File: src/design/xmodem_checksum_sender_macros.svh
// Assertion macros shared by the XMODEM checksum sender.
`ifndef XMODEM_CHECKSUM_SENDER_MACROS_SVH
`define XMODEM_CHECKSUM_SENDER_MACROS_SVH

// Same-cycle implication, checked outside reset.
`define XCS_ASSERT_NOW(label, clk, rst_n, ante, cons, msg) \
    label: assert property (@(posedge clk) disable iff (!rst_n) (ante) |-> (cons)) \
        else $error(msg);

// Next-cycle implication, checked outside reset.
`define XCS_ASSERT_NEXT(label, clk, rst_n, ante, cons, msg) \
    label: assert property (@(posedge clk) disable iff (!rst_n) (ante) |=> (cons)) \
        else $error(msg);

`endif

File: src/design/xcs_pkg.sv
// Shared types and constants of the XMODEM checksum sender.
package xcs_pkg;

    localparam int BLOCK_BYTES = 128;
    localparam int IDX_W       = $clog2(BLOCK_BYTES);
    localparam int FILL_W      = IDX_W + 1;
    // Frame position: SOH, number, complement, data bytes, checksum.
    localparam int POS_W       = $clog2(BLOCK_BYTES + 4);
    localparam int DATA_FIRST  = 3;
    localparam int SUM_POS     = BLOCK_BYTES + DATA_FIRST;

    localparam logic [7:0] BYTE_SOH = 8'h01;
    localparam logic [7:0] BYTE_EOT = 8'h04;
    localparam logic [7:0] BYTE_ACK = 8'h06;
    localparam logic [7:0] BYTE_NAK = 8'h15;
    localparam logic [7:0] BYTE_MAX = 8'hFF;

    localparam logic [1:0] CMD_LOAD  = 2'd0;
    localparam logic [1:0] CMD_REPLY = 2'd1;
    localparam logic [1:0] CMD_PULL  = 2'd2;

    localparam logic CFG_NAK_LIMIT = 1'b0;
    localparam logic CFG_PAD_VALUE = 1'b1;

    localparam logic [7:0] NAK_LIMIT_RESET = 8'd10;
    localparam logic [7:0] PAD_VALUE_RESET = 8'd26;

    typedef enum logic [2:0] {
        PH_START = 3'd0,
        PH_DATA  = 3'd1,
        PH_SEND  = 3'd2,
        PH_WAIT  = 3'd3,
        PH_DONE  = 3'd4,
        PH_ABORT = 3'd5
    } t_phase;

    typedef enum logic [2:0] {
        OP_NOP   = 3'd0,
        OP_LOAD  = 3'd1,
        OP_ACK   = 3'd2,
        OP_NAK   = 3'd3,
        OP_OTHER = 3'd4,
        OP_PULL  = 3'd5
    } t_kind;

    typedef struct packed {
        t_kind      kind;
        logic [7:0] value;
        logic       final_req;
    } t_op;

endpackage

File: src/design/xcs_front.sv
// Front end: classifies incoming words and holds them in a two-entry queue.
module xcs_front (
    input  logic          i_clk,
    input  logic          i_rst_n,
    input  logic          i_in_valid,
    output logic          o_in_stall,
    input  logic [1:0]    i_command,
    input  logic [7:0]    i_value,
    input  logic          i_final_req,
    output logic          o_head_valid,
    output xcs_pkg::t_op  o_head,
    input  logic          i_take
);

    xcs_pkg::t_op r_q [2];
    logic         r_wr_ptr;
    logic         r_rd_ptr;
    logic [1:0]   r_count;
    logic         w_push;
    xcs_pkg::t_op w_op;

    always_comb begin
        w_op.value     = i_value;
        w_op.final_req = i_final_req;
        case (i_command)
            xcs_pkg::CMD_LOAD:  w_op.kind = xcs_pkg::OP_LOAD;
            xcs_pkg::CMD_REPLY: begin
                if (i_value == xcs_pkg::BYTE_ACK) begin
                    w_op.kind = xcs_pkg::OP_ACK;
                end else if (i_value == xcs_pkg::BYTE_NAK) begin
                    w_op.kind = xcs_pkg::OP_NAK;
                end else begin
                    w_op.kind = xcs_pkg::OP_OTHER;
                end
            end
            xcs_pkg::CMD_PULL:  w_op.kind = xcs_pkg::OP_PULL;
            default:            w_op.kind = xcs_pkg::OP_NOP;
        endcase
    end

    assign o_in_stall   = r_count[1];
    assign w_push       = i_in_valid && !r_count[1];
    assign o_head_valid = (r_count != 2'd0);
    assign o_head       = r_q[r_rd_ptr];

    always_ff @(posedge i_clk) begin
        if (w_push) begin
            r_q[r_wr_ptr] <= w_op;
        end
    end

    always_ff @(posedge i_clk) begin
        if (!i_rst_n) begin
            r_wr_ptr <= 1'b0;
            r_rd_ptr <= 1'b0;
            r_count  <= 2'd0;
        end else begin
            if (w_push) begin
                r_wr_ptr <= !r_wr_ptr;
            end
            if (i_take) begin
                r_rd_ptr <= !r_rd_ptr;
            end
            case ({w_push, i_take})
                2'b10:   r_count <= r_count + 2'd1;
                2'b01:   r_count <= r_count - 2'd1;
                default: r_count <= r_count;
            endcase
        end
    end

endmodule

File: src/design/xcs_back.sv
// Back end: protocol engine, block store and result register.
module xcs_back (
    input  logic          i_clk,
    input  logic          i_rst_n,
    input  logic          i_cfg_we,
    input  logic          i_cfg_index,
    input  logic [7:0]    i_cfg_data,
    input  logic          i_head_valid,
    input  xcs_pkg::t_op  i_head,
    output logic          o_take,
    output logic          o_out_valid,
    input  logic          i_out_stall,
    output logic          o_tx_valid,
    output logic [7:0]    o_tx_byte,
    output logic [2:0]    o_status
);

    localparam int IDX_W  = xcs_pkg::IDX_W;
    localparam int FILL_W = xcs_pkg::FILL_W;
    localparam int POS_W  = xcs_pkg::POS_W;

    logic [7:0] r_mem [xcs_pkg::BLOCK_BYTES];
    logic [7:0] r_rd_data;

    logic [7:0]          r_nak_limit;
    logic [7:0]          r_pad_value;
    xcs_pkg::t_phase     r_phase,   n_phase;
    logic [FILL_W-1:0]   r_fill,    n_fill;
    logic [POS_W-1:0]    r_pos,     n_pos;
    logic [7:0]          r_blk,     n_blk;
    logic [7:0]          r_sum,     n_sum;
    logic [7:0]          r_naks,    n_naks;
    logic                r_started, n_started;
    logic                r_ended,   n_ended;

    logic                r_out_valid;
    logic                r_tx_valid, n_tx_valid;
    logic [7:0]          r_tx_byte,  n_tx_byte;
    logic [2:0]          r_status;

    logic                w_ready;
    logic                w_eot;
    logic                w_we;
    logic [POS_W-1:0]    w_data_idx;
    logic [POS_W-1:0]    w_next_idx;
    logic [7:0]          w_data_byte;

    assign o_take  = i_head_valid && (!r_out_valid || !i_out_stall);
    assign w_ready = (r_fill >= FILL_W'(xcs_pkg::BLOCK_BYTES)) || r_ended;
    assign w_eot   = r_ended && (r_fill == '0);

    assign w_data_idx  = r_pos - POS_W'(xcs_pkg::DATA_FIRST);
    assign w_data_byte = (w_data_idx < POS_W'(r_fill)) ? r_rd_data : r_pad_value;
    // The store is read one step ahead at the next frame position, so the
    // registered data is ready when that position is pulled.
    assign w_next_idx  = n_pos - POS_W'(xcs_pkg::DATA_FIRST);

    always_comb begin
        n_phase    = r_phase;
        n_fill     = r_fill;
        n_pos      = r_pos;
        n_blk      = r_blk;
        n_sum      = r_sum;
        n_naks     = r_naks;
        n_started  = r_started;
        n_ended    = r_ended;
        n_tx_valid = 1'b0;
        n_tx_byte  = 8'd0;
        w_we       = 1'b0;
        if (o_take) begin
            case (i_head.kind)
                xcs_pkg::OP_LOAD: begin
                    if ((r_phase == xcs_pkg::PH_START || r_phase == xcs_pkg::PH_DATA)
                            && !w_ready) begin
                        w_we    = 1'b1;
                        n_fill  = r_fill + FILL_W'(1);
                        n_ended = r_ended || i_head.final_req;
                        if (((n_fill >= FILL_W'(xcs_pkg::BLOCK_BYTES)) || n_ended)
                                && r_started) begin
                            n_phase = xcs_pkg::PH_SEND;
                            n_pos   = '0;
                        end
                    end
                end
                xcs_pkg::OP_ACK: begin
                    if (r_phase == xcs_pkg::PH_WAIT) begin
                        if (w_eot) begin
                            n_phase = xcs_pkg::PH_DONE;
                        end else begin
                            n_blk   = r_blk + 8'd1;
                            n_fill  = '0;
                            n_pos   = '0;
                            n_phase = r_ended ? xcs_pkg::PH_SEND : xcs_pkg::PH_DATA;
                        end
                    end
                end
                xcs_pkg::OP_NAK: begin
                    if (r_phase == xcs_pkg::PH_START) begin
                        // The opening NAK starts the transfer and is not counted.
                        n_started = 1'b1;
                        n_phase   = w_ready ? xcs_pkg::PH_SEND : xcs_pkg::PH_DATA;
                        n_pos     = '0;
                    end else if (r_phase == xcs_pkg::PH_WAIT) begin
                        if (r_naks != xcs_pkg::BYTE_MAX) begin
                            n_naks = r_naks + 8'd1;
                        end
                        if (n_naks > r_nak_limit) begin
                            n_phase = xcs_pkg::PH_ABORT;
                        end else begin
                            n_phase = xcs_pkg::PH_SEND;
                            n_pos   = '0;
                        end
                    end
                end
                xcs_pkg::OP_PULL: begin
                    if (r_phase == xcs_pkg::PH_SEND) begin
                        n_tx_valid = 1'b1;
                        if (w_eot) begin
                            n_tx_byte = xcs_pkg::BYTE_EOT;
                            n_phase   = xcs_pkg::PH_WAIT;
                        end else if (r_pos == POS_W'(0)) begin
                            n_tx_byte = xcs_pkg::BYTE_SOH;
                            n_sum     = 8'd0;
                            n_pos     = r_pos + POS_W'(1);
                        end else if (r_pos == POS_W'(1)) begin
                            n_tx_byte = r_blk;
                            n_pos     = r_pos + POS_W'(1);
                        end else if (r_pos == POS_W'(2)) begin
                            n_tx_byte = ~r_blk;
                            n_pos     = r_pos + POS_W'(1);
                        end else if (r_pos < POS_W'(xcs_pkg::SUM_POS)) begin
                            n_tx_byte = w_data_byte;
                            n_sum     = r_sum + w_data_byte;
                            n_pos     = r_pos + POS_W'(1);
                        end else begin
                            n_tx_byte = r_sum;
                            n_phase   = xcs_pkg::PH_WAIT;
                            n_pos     = '0;
                        end
                    end
                end
                default: begin
                end
            endcase
        end
    end

    always_ff @(posedge i_clk) begin
        if (w_we) begin
            r_mem[r_fill[IDX_W-1:0]] <= i_head.value;
        end
        r_rd_data <= r_mem[w_next_idx[IDX_W-1:0]];
    end

    always_ff @(posedge i_clk) begin
        if (!i_rst_n) begin
            r_nak_limit <= xcs_pkg::NAK_LIMIT_RESET;
            r_pad_value <= xcs_pkg::PAD_VALUE_RESET;
        end else if (i_cfg_we) begin
            if (i_cfg_index == xcs_pkg::CFG_NAK_LIMIT) begin
                r_nak_limit <= i_cfg_data;
            end else begin
                r_pad_value <= i_cfg_data;
            end
        end
    end

    always_ff @(posedge i_clk) begin
        if (!i_rst_n) begin
            r_phase     <= xcs_pkg::PH_START;
            r_fill      <= '0;
            r_pos       <= '0;
            r_blk       <= 8'd1;
            r_sum       <= 8'd0;
            r_naks      <= 8'd0;
            r_started   <= 1'b0;
            r_ended     <= 1'b0;
            r_out_valid <= 1'b0;
        end else begin
            r_phase   <= n_phase;
            r_fill    <= n_fill;
            r_pos     <= n_pos;
            r_blk     <= n_blk;
            r_sum     <= n_sum;
            r_naks    <= n_naks;
            r_started <= n_started;
            r_ended   <= n_ended;
            if (o_take) begin
                r_out_valid <= 1'b1;
            end else if (!i_out_stall) begin
                r_out_valid <= 1'b0;
            end
        end
    end

    always_ff @(posedge i_clk) begin
        if (o_take) begin
            r_tx_valid <= n_tx_valid;
            r_tx_byte  <= n_tx_byte;
            r_status   <= n_phase;
        end
    end

    assign o_out_valid = r_out_valid;
    assign o_tx_valid  = r_tx_valid;
    assign o_tx_byte   = r_tx_byte;
    assign o_status    = r_status;

endmodule

File: src/design/xmodem_checksum_sender.sv
// Top level of the XMODEM checksum sender: front queue and protocol engine.
//
//   channel  | handshake                  | payload
//   ---------+----------------------------+----------------------------------
//   input    | i_in_valid / o_in_stall    | i_command, i_value, i_final_req
//   output   | o_out_valid / i_out_stall  | o_tx_valid, o_tx_byte, o_status
//   config   | i_cfg_we (no wait)         | i_cfg_index, i_cfg_data
//
// One word is accepted per cycle while o_in_stall is low and one result word leaves
// per cycle while i_out_stall is low. The engine takes one queued word per cycle
// unless the result register is held by output stall; the block store has a single
// write port and its read is registered one frame position ahead.
// Reset is synchronous; the block store is not cleared.
// The two-word queue takes one more input word while the output stalls.
module xmodem_checksum_sender (
    input  logic       i_clk,
    input  logic       i_rst_n,
    input  logic       i_cfg_we,
    input  logic       i_cfg_index,
    input  logic [7:0] i_cfg_data,
    input  logic       i_in_valid,
    output logic       o_in_stall,
    input  logic [1:0] i_command,
    input  logic [7:0] i_value,
    input  logic       i_final_req,
    output logic       o_out_valid,
    input  logic       i_out_stall,
    output logic       o_tx_valid,
    output logic [7:0] o_tx_byte,
    output logic [2:0] o_status
);

    `include "xmodem_checksum_sender_macros.svh"

    logic         w_head_valid;
    xcs_pkg::t_op w_head;
    logic         w_take;

    xcs_front u_front (
        .i_clk        (i_clk),
        .i_rst_n      (i_rst_n),
        .i_in_valid   (i_in_valid),
        .o_in_stall   (o_in_stall),
        .i_command    (i_command),
        .i_value      (i_value),
        .i_final_req  (i_final_req),
        .o_head_valid (w_head_valid),
        .o_head       (w_head),
        .i_take       (w_take)
    );

    xcs_back u_back (
        .i_clk        (i_clk),
        .i_rst_n      (i_rst_n),
        .i_cfg_we     (i_cfg_we),
        .i_cfg_index  (i_cfg_index),
        .i_cfg_data   (i_cfg_data),
        .i_head_valid (w_head_valid),
        .i_head       (w_head),
        .o_take       (w_take),
        .o_out_valid  (o_out_valid),
        .i_out_stall  (i_out_stall),
        .o_tx_valid   (o_tx_valid),
        .o_tx_byte    (o_tx_byte),
        .o_status     (o_status)
    );

    `XCS_ASSERT_NOW(a_take_needs_word, i_clk, i_rst_n, w_take, w_head_valid, "engine took from an empty queue")
    `XCS_ASSERT_NOW(a_tx_in_send_phase, i_clk, i_rst_n, o_out_valid && o_tx_valid, (o_status == xcs_pkg::PH_SEND) || (o_status == xcs_pkg::PH_WAIT), "line byte sent outside a frame")
    `XCS_ASSERT_NOW(a_idle_pull_zero, i_clk, i_rst_n, o_out_valid && !o_tx_valid, o_tx_byte == 8'd0, "idle result carries a nonzero byte")
    `XCS_ASSERT_NEXT(a_stall_when_full, i_clk, i_rst_n, o_in_stall && !w_take, o_in_stall, "queue full flag dropped without a pop")

endmodule

File: config.mk
export PLATFORM = sky130hd
export DESIGN_NAME = xmodem_checksum_sender
export DESIGN_NICKNAME = d
export VERILOG_FILES = /design/src/design/xcs_pkg.sv /design/src/design/xcs_front.sv /design/src/design/xcs_back.sv /design/src/design/xmodem_checksum_sender.sv
export VERILOG_INCLUDE_DIRS = /design/src /design/src/design
export SDC_FILE = /design/constraint.sdc
export NUM_CORES = 1
export LEC_CHECK = 0
export ABC_AREA = 1
export BUFFER_PORTS_ARGS = -buffer_cell sky130_fd_sc_hd__buf_2
export CAP_MARGIN = 15
export CORE_ASPECT_RATIO = 1.75
export CORE_MARGIN = 1.5
export CORE_UTILIZATION = 49
export CTS_BUF_LIST = sky130_fd_sc_hd__clkbuf_4
export CTS_CLUSTER_SIZE = 14
export DETAILED_ROUTE_END_ITERATION = 7
export PLACE_DENSITY_LB_ADDON = 0.3
export SLEW_MARGIN = 20
export SYNTH_ARGS = -nofsm -noshare
export SYNTH_HDL_FRONTEND = slang
export SYNTH_SLANG_ARGS = --single-unit
File: constraint.sdc
create_clock -name i_clk -period 4.55 [get_ports i_clk]
set_clock_uncertainty 0.15 [all_clocks]
set_input_delay 0.2275 -clock i_clk [delete_from_list [all_inputs] [get_ports i_clk]]
set_output_delay 0.2275 -clock i_clk [all_outputs]
set_load 0.03 [all_outputs]
==> metrics.csv, run 1 <==
stage,metric,value,unit
sta,finalCritPeriodShare,1.013,
clock_tree,clock_sinks,1135,
flow_run,max_cap_violations,0,
outcome,outcome,"complete, but fails checks",
power_and_ir_drop,leakagePower,23.95,nW
sta,slew_viol_final,0,
sta,relSlewSlack,0.2539,
logic_synthesis,yosys-top-cells-area,"edfxtp_1 62%, nand3_1 10%, nand2_1 6.8%",
worst_setup_path,crit_top_cell,nand3_2,
placement,io_buffer_count,38,
drt,ant_nets,0,
placement,dpl.hpwl,88680,um
worst_setup_path,critPathMaxStageDelay,360,ps
floorplan,fp.dieH,430.9,um
layout,multiInputGateArea,15790,um2
sta,fin_crit,4610,ps
worst_setup_path,cp_slowest_cell,dfxtp_2,
sta,report.final.setup_viol,8,
clock_tree,clock_latency,1200,ps
drt,drt_iter0_markers,3401,
logic_synthesis,async_flop_share,0,
layout,drive_above_1_share,0.1938,
logic_synthesis,synth_edf_count,1060,
worst_setup_path,reg2reg_depth,35,
floorplan,die_w,247.5,um
logic_synthesis,syn_inst,4897,
clock_tree,h-tree-depth,4,
logic_synthesis,yosysSeqAreaShare,0.6501,
clock_tree,clk_pin_slew,80,ps
worst_setup_path,critical_path.max_fanout,7,
clock_tree,cts_root_buf,clkbuf_4,
sta,hold_viol_final,0,
grt,grt_first_pass_wirelength,221800,um
power_and_ir_drop,powerDensity,377.0,nW/um2
grt,top_usage_layer,met2,
sta,hold_slack,244.5,ps
min_path,hold_path_end,u_front.r_q[0][0]$_DFFE_PP_,
logic_synthesis,ys.flop_type,edfxtp_1,
grt,grt_max_degree,157,
outcome,violations,negative setup slack,
power_and_ir_drop,peakVddDrop,0.6375,mV
placement,gp_routability_congestion,0.9352,
worst_setup_path,cp-end-kind,flip-flop,
drt,vias,38190,
logic_synthesis,synth_cell_types,50,
grt,met1_usage,0.3053,
worst_setup_path,arrival,5550,ps
layout,area_growth,19.55,%
sta,fin_tns_setup,-300.2,ps
drt,wirelength,150800,um
floorplan,die-area,106700,um2
clock_tree,cts_buffer_depth,3,
clock_tree,cts_tree,yes,
layout,fin_util,0.5925,
worst_setup_path,r2r_start,u_back.r_naks[1]$_SDFFE_PN0P_,
worst_setup_path,regToRegSetupSlack,-60,ps
grt,grt_usage,0.2784,
floorplan,start_util,0.4956,
worst_setup_path,crit_path_start_kind,flip-flop,
min_path,hold_depth,3,
sta,fin_ws,-60.47,ps
layout,final_area,61290,um2
grt,grtUsageMet3,0.04538,
worst_setup_path,r2r-end,u_back.r_rd_data[2]$_DFF_P_,
floorplan,core-area,103400,um2
min_path,worst_hold_startpoint,i_final_req,
floorplan,rows,156,
min_path,hp-class,in -> reg,
worst_setup_path,required,5490,ps
drt,wl_per_cell,22.14,um
layout,final_nets,5337,
layout,regArea,33340,um2
grt,overflow,0,
drt,post-route-drc-count,0,
sta,grt_setup_unrepaired,yes,
logic_synthesis,netlist.area_leader.share,0.6209,
clock_tree,numCtsBuffers,235,
sta,tightest_slew,1119,ps
floorplan,io_pins,39,
drt,drtPass1Iterations,5,
grt,antenna_found_initial,1,
layout,nFillCells,8337,
placement,place_area,54770,um2
logic_synthesis,netlist_area,51270,um2
drt,viasPerCell,5.608,
logic_synthesis,yosysTopAreaCell,edfxtp_1,
logic_synthesis,ys_seq_elements,1135,
sta,fmax,0.2169,GHz
logic_synthesis,yosys_warnings,0,
grt,grt_pass1_vias,38250,
worst_setup_path,crit_type,reg -> reg,
grt,grt_use_met2,0.4863,
logic_synthesis,synth_nets,4955,
logic_synthesis,avgSynthCellArea,10.47,um2
how the worst max path moves through the flow:
stage                                              from                          end  slack (ps)
after floorplan           u_back.r_naks[0]$_SDFFE_PN0P_  u_back.r_rd_data[7]$_DFF_P_         0.5
after global placement    u_back.r_naks[1]$_SDFFE_PN0P_  u_back.r_rd_data[7]$_DFF_P_        -590
after detailed placement  u_back.r_naks[1]$_SDFFE_PN0P_  u_back.r_rd_data[7]$_DFF_P_        -610
after CTS                 u_back.r_naks[0]$_SDFFE_PN0P_  u_back.r_rd_data[7]$_DFF_P_          -9
after global routing      u_back.r_naks[1]$_SDFFE_PN0P_  u_back.r_rd_data[2]$_DFF_P_        -300
final                     u_back.r_naks[1]$_SDFFE_PN0P_  u_back.r_rd_data[2]$_DFF_P_         -60
area by class of cell:
type | count | share of cell area
antenna | 1 | 0.00004083
clock buffer | 344 | 0.04214
clock inverter | 79 | 0.007084
inverter | 675 | 0.04191
multi-input combinational | 2804 | 0.2576
sequential | 1135 | 0.5439
tap | 1343 | 0.02742
timing repair buffer | 426 | 0.07923
timing repair inverter | 2 | 0.0006737
through the flow:
stage               std cells  total power, mW  setup slack (ps)
floorplan                4897            14.41            0.5325
global placement         6260            15.61            -594.7
detailed placement       6260            15.65            -610.6
CTS                      6782            23.17            -8.958
global route             6809            23.84            -299.5
finish                   6809            23.11            -60.47
where the power goes:
group / switching, mW / leakage (nW) / internal [mW]
Clock: 3.90 / 1.79 / 3.69
Sequential: 0.0621 / 10.2 / 12.7
Combinational: 2.27 / 12.0 / 0.468
sequential cells by signal, indices dropped and copies added (netlist names), named ones only:
register / cells
u_front.r_wr_ptr: 1
u_back.r_started: 1
u_back.r_nak_limit: 8
u_back.r_mem: 1024
u_back.r_phase: 3
u_back.r_pad_value: 8
u_back.o_status: 3
u_back.o_tx_valid: 1
u_back.r_rd_data: 8
u_back.r_sum: 8
u_back.r_blk: 8
u_back.r_fill: 8
u_front.r_count: 2
u_back.r_naks: 8
u_back.o_out_valid: 1
u_back.r_ended: 1
u_back.r_pos: 8
u_front.r_q: 24
u_front.r_rd_ptr: 1
u_back.o_tx_byte: 8
worst max-delay path, delay by kind of cell, from the launching register on:
family | cells | cell delay (ps)
xor+xnor | 1 | 230
buf+inv | 8 | 900
simple gates | 23 | 2140
flops | 1 | 360
fa+ha+maj | 3 | 760
synth_stat cells, types with 2 or more instances:
| cell type | n |
|---|---|
| edfxtp_1 | 1060 |
| nand3_1 | 1024 |
| nand2_1 | 925 |
| inv_1 | 661 |
| nand3b_1 | 356 |
| nor2_1 | 223 |
| buf_2 | 156 |
| clkbuf_1 | 87 |
| dfxtp_1 | 75 |
| a21oi_1 | 60 |
| o21ai_0 | 53 |
| ha_1 | 32 |
| buf_1 | 24 |
| nor3_1 | 23 |
| o211ai_1 | 14 |
| buf_4 | 13 |
| inv_2 | 11 |
| xor2_1 | 11 |
| nand2_2 | 9 |
| a211oi_1 | 7 |
| o21ai_1 | 7 |
| a221oi_1 | 6 |
| nand4_1 | 6 |
| nor2_2 | 6 |
| nor4_1 | 5 |
| a31oi_1 | 4 |
| buf_6 | 3 |
| clkinv_1 | 3 |
| nand3_2 | 3 |
| nor2_4 | 3 |
| o21ai_2 | 3 |
| xnor2_1 | 3 |
| a21o_1 | 2 |
| nand2_4 | 2 |
| or2_2 | 2 |
routing by layer:
metal / vias up / routed length (um)
met2: 1806 / 76760
met4: 0 / 11100
met1: 18270 / 52210
met5: - / 0
li1: 17590 / -
met3: 522 / 10720
kinds of logic after synthesis:
logic type               synth area share
AND/OR/NAND/NOR                    0.2439
flip-flops                         0.6501
buffers and inverters             0.07534
AO/OA/AOI/OAI                     0.01867
adder cells (fa/ha/maj)          0.008200
XOR/XNOR                         0.003563
multiplexers                    0.0002196
layout by cell type (no fill, tap or decap), drive strengths merged, types with 2 or more instances in the layout:
cell type	synthesis	routed
edfxtp	1060	1060
nand3	1027	1027
nand2	936	936
inv	672	674
nand3b	356	356
clkbuf	87	351
buf	196	348
nor2	232	232
dfxtp	75	75
clkinv	3	75
dlygate4sd3	0	68
o21ai	63	63
a21oi	61	61
ha	32	32
nor3	23	23
o211ai	14	14
xor2	13	13
a211oi	7	7
nand4	7	7
a221oi	6	6
nor4	5	5
a31oi	4	4
bufinv	0	4
xnor2	4	4
clkinvlp	0	3
bufbuf	0	3
a21o	2	2
or2	2	2
what timing repair did:
| item | in CTS | in global routing |
|---|---|---|
| hold buffers | 68 | 0 |
| cloned | 12 | 8 |
| pin swaps | 14 | 120 |
| hold endpoints to repair | 138 | 0 |
| resized for setup | 89 | 315 |
| buffers inserted | 19 | 20 |
| endpoints found under the setup margin | 8 | 10 |
Power figures use the tool's default switching activity.
==> run 2, diff against run 1 <==
--- a/config.mk
+++ b/config.mk
@@ -6,9 +6,8 @@
 export SDC_FILE = /design/constraint.sdc
 export NUM_CORES = 1
 export LEC_CHECK = 0
-export ABC_AREA = 1
 export BUFFER_PORTS_ARGS = -buffer_cell sky130_fd_sc_hd__buf_2
-export CAP_MARGIN = 15
+export CAP_MARGIN = 0
 export CORE_ASPECT_RATIO = 1.75
 export CORE_MARGIN = 1.5
 export CORE_UTILIZATION = 49
==> run 2 against run 1 <==
Against the previous run:
- the run ends with design-rule violations, negative setup slack left
- area after synthesis is 10% lower
- die area is 10% lower
- first-iteration DRC count is 38% lower
- worst setup slack worse by 770 ps
- critical path depth is 11 lower
- cell count is 35% lower
- critical endpoint is now u_back.r_rd_data[0]$_DFF_P_
==> metrics.csv, run 2 <==
stage,metric,value,unit,change
clock_tree,cts_buffer_depth,3,,unchanged
logic_synthesis,avgSynthCellArea,18.73,um2,+79%
drt,drt_iter0_markers,2107,,-38%
logic_synthesis,ys_seq_elements,1135,,unchanged
logic_synthesis,synth_edf_count,1060,,unchanged
worst_setup_path,r2r_start,u_back.r_naks[1]$_SDFFE_PN0P_,,
logic_synthesis,yosys_warnings,0,,unchanged
power_and_ir_drop,powerDensity,392.7,nW/um2,+4.2%
power_and_ir_drop,leakagePower,18.33,nW,-23%
layout,final_nets,3070,,-42%
sta,fin_ws,-826.4,ps,-765.9 ps
worst_setup_path,critical_path.max_fanout,6,,-1
layout,nFillCells,6677,,-20%
min_path,worst_hold_startpoint,i_final_req,,
floorplan,start_util,0.4937,,-0.001937
grt,antenna_found_initial,2,,+1
layout,post_layout_nonfiller_instances,4405,,-35%
clock_tree,clock_latency,1120,ps,-80 ps
power_and_ir_drop,peakVddDrop,0.2203,mV,-65%
drt,wirelength,120000,um,-20%
logic_synthesis,netlist_area,45890,um2,-10%
drt,ant_nets,0,,unchanged
clock_tree,clock_sinks,1135,,unchanged
layout,layout_commonest_cell,edfxtp_1,,
worst_setup_path,arrival,6220,ps,+670 ps
worst_setup_path,crit_path_start_kind,flip-flop,,
min_path,hp-class,in -> reg,,
grt,grt_usage,0.2539,,-0.02454
placement,io_buffer_count,38,,unchanged
sta,hold_viol_final,0,,unchanged
drt,drtPass1Iterations,8,,+3
logic_synthesis,yosysSeqAreaShare,0.7263,,+0.07620
logic_synthesis,synth_nets,2508,,-49%
sta,finalCritPeriodShare,1.182,,+0.1683
layout,largest_reg_flops,1024,,unchanged
floorplan,die_w,234.3,um,-5.3%
worst_setup_path,required,5400,ps,-90 ps
clock_tree,numCtsBuffers,234,,-0.43%
clock_tree,clk_pin_slew,80,ps,about the same
floorplan,die-area,95570,um2,-10%
logic_synthesis,synth_cell_types,75,,+50%
sta,fin_crit,5376,ps,+765.9 ps
placement,pre_cts_slack,-1083,ps,-472.1 ps
sta,relSlewSlack,0.2398,,-0.01416
grt,grt_pass1_vias,27710,,-28%
logic_synthesis,synth.most_common_cell,edfxtp_1,,
floorplan,core-area,92960,um2,-10%
layout,drive_above_1_share,0.3799,,+0.1861
floorplan,rows,148,,-5.1%
clock_tree,cts_tree,yes,,
placement,dpl.cell_count,3841,,-39%
drt,wl_per_cell,27.23,um,+23%
worst_setup_path,cp-end-kind,flip-flop,,
outcome,outcome,"complete, but fails checks",,
layout,area_growth,19.96,%,
flow_run,max_cap_violations,0,,unchanged
sta,grt_setup_unrepaired,yes,,
logic_synthesis,yosysTopAreaCell,edfxtp_1,,
logic_synthesis,netlist.area_leader.share,0.6936,,+0.07277
logic_synthesis,async_flop_share,0,,unchanged
logic_synthesis,yosys-top-cells-area,"edfxtp_1 69%, mux4_2 13%, dfxtp_1 3.3%",,
outcome,violations,"design-rule violations, negative setup slack",,
floorplan,io_pins,39,,unchanged
drt,vias,25950,,-32%
grt,grt_max_degree,101,,-36%
worst_setup_path,critPathLaunch,u_back.r_naks[1]$_SDFFE_PN0P_,,
floorplan,fp.dieH,407.8,um,-5.4%
worst_setup_path,crit_type,reg -> reg,,
logic_synthesis,syn_inst,2450,,-50%
clock_tree,h-tree-depth,4,,unchanged
logic_synthesis,ys.flop_type,edfxtp_1,,
clock_tree,cts_root_buf,clkbuf_4,,
logic_synthesis,synth_common_cells,"1,060 x edfxtp_1, 272 x mux4_2, 196 x nor2_1",,
grt,overflow,0,,unchanged
grt,grt_first_pass_wirelength,174300,um,-21%
layout,final_cell_mix,"1,060 x edfxtp_1, 334 x clkbuf_4, 272 x mux4_2, 259 x buf_4, 185 x nor2_1",,
placement,gp_routability_congestion,0.9085,,-2.9%
sta,tightest_slew,1140,ps,+21.25 ps
sta,report.final.setup_viol,8,,unchanged
drt,post-route-drc-count,14,,+14
sta,slew_viol_final,0,,unchanged
sta,fmax,0.1860,GHz,-14%
drt,viasPerCell,5.892,,+5.1%
placement,dpl.hpwl,77520,um,-13%
==> run 2: changes by cell type in the layout (fill, tap and decap cells not counted), moves of 27 or more <==
cell / previous run / this run
nor2_1: 221 / 185
and2_1: 0 / 43
buf_12: 72 / 45
nand3_2: 196 / 2
buf_4: 197 / 259
mux4_2: 0 / 272
a21oi_1: 60 / 29
o21ai_0: 50 / 20
nand3_1: 796 / 28
nand3b_1: 356 / 2
nand3_4: 35 / 2
inv_1: 656 / 28
mux2_2: 1 / 63
nand2_1: 885 / 112
==> run 2: final timing paths <==
path,end,slack [ps],cells past startpoint
worst max-delay path,u_back.r_rd_data[0]$_DFF_P_,-830,24
worst min-delay path,u_front.r_q[1][0]$_DFFE_PP_,280,3
worst max register to register,u_back.r_rd_data[0]$_DFF_P_,-830,24
worst min register to register,u_back.o_out_valid$_SDFFE_PN0P_,350,2
==> run 2: layout make-up <==
cell class,instances,area [um2],share of cell area
diodes,4,10.01,0.0001818
inverters,32,125.1,0.002273
clock buffers,334,2507,0.04555
well taps,1200,1501,0.02728
flip-flops and latches,1135,33350,0.6058
repair buffers,445,4277,0.07769
multi-input cells,1164,12740,0.2315
clock inverters,91,533.0,0.009683
==> run 2: logic make-up (layout without fill, tap and decap cells) <==
logic type | after synthesis | in the layout | synth area share
muxes | 370 | 370 | 0.1572
and+or+nand+nor | 521 | 521 | 0.05319
DFF | 1135 | 1135 | 0.7263
other | 0 | 4 | 0
adders and majority gates | 33 | 33 | 0.009161
buffers and inverters | 151 | 902 | 0.01538
xor gates and xnor gates | 37 | 37 | 0.007389
AOI/OAI and AO/OA | 203 | 203 | 0.03136
==> run 2: critical path, stage by stage, from the launching register on <==
cell      delay, ps
dfxtp_4         380
ha_4            150
nand2_4          60
nor2_4          180
nand3_4          90
buf_6           140
mux2_4          310
ha_4            280
nand2_4          50
nor3_4          200
nor2_1           60
a22o_1          210
o21a_2          240
a21boi_4        220
inv_4            60
ha_4            310
buf_12          160
buf_16          160
buf_12          140
buf_6           100
mux4_2          350
mux4_2          560
nor2_4          120
nor3_4           60
or4_1           460
==> run 2: routing by layer <==
| layer | wire, um | up-vias | GRT usage |
|---|---|---|---|
| met5 | 0 | - | 0 |
| met4 | 7419 | 0 | 0.1596 |
| met3 | 7310 | 287 | 0.05035 |
| met2 | 65240 | 1147 | 0.4553 |
| met1 | 39990 | 13330 | 0.2688 |
| li1 | - | 11190 | - |
==> run 2: report_power, final <==
group | switching, mW | internal [mW] | total [mW]
sequential | 0.0466 | 12.3 | 12.3
combinational | 1.39 | 0.368 | 1.76
clock | 3.80 | 3.72 | 7.52
total | 5.23 | 16.4 | 21.6
==> run 2: metrics by stage <==
stage	hold WS, ps	util	setup TNS (ps)	instance area [um2]	power [mW]
finish	278.9	0.5922	-6260	55050	21.62
global route	205.6	0.5921	-8142	55050	22.36
CTS	108.0	0.5857	-6158	54450	21.77
detailed placement	294.6	0.5344	-8191	49680	14.28
global placement	290.0	0.5338	-9319	49620	14.17
floorplan	176.4	-	-2097	46310	13.39
==> run 2: repair_timing <==
item | CTS | global route
pin swaps | 27 | 47
endpoints found under the setup margin | 12 | 11
endpoints found under the hold margin | 130 | 0
gates resized for setup | 121 | 62
setup buffers | 26 | 38
cloned | 4 | 0
hold buffers | 72 | 0
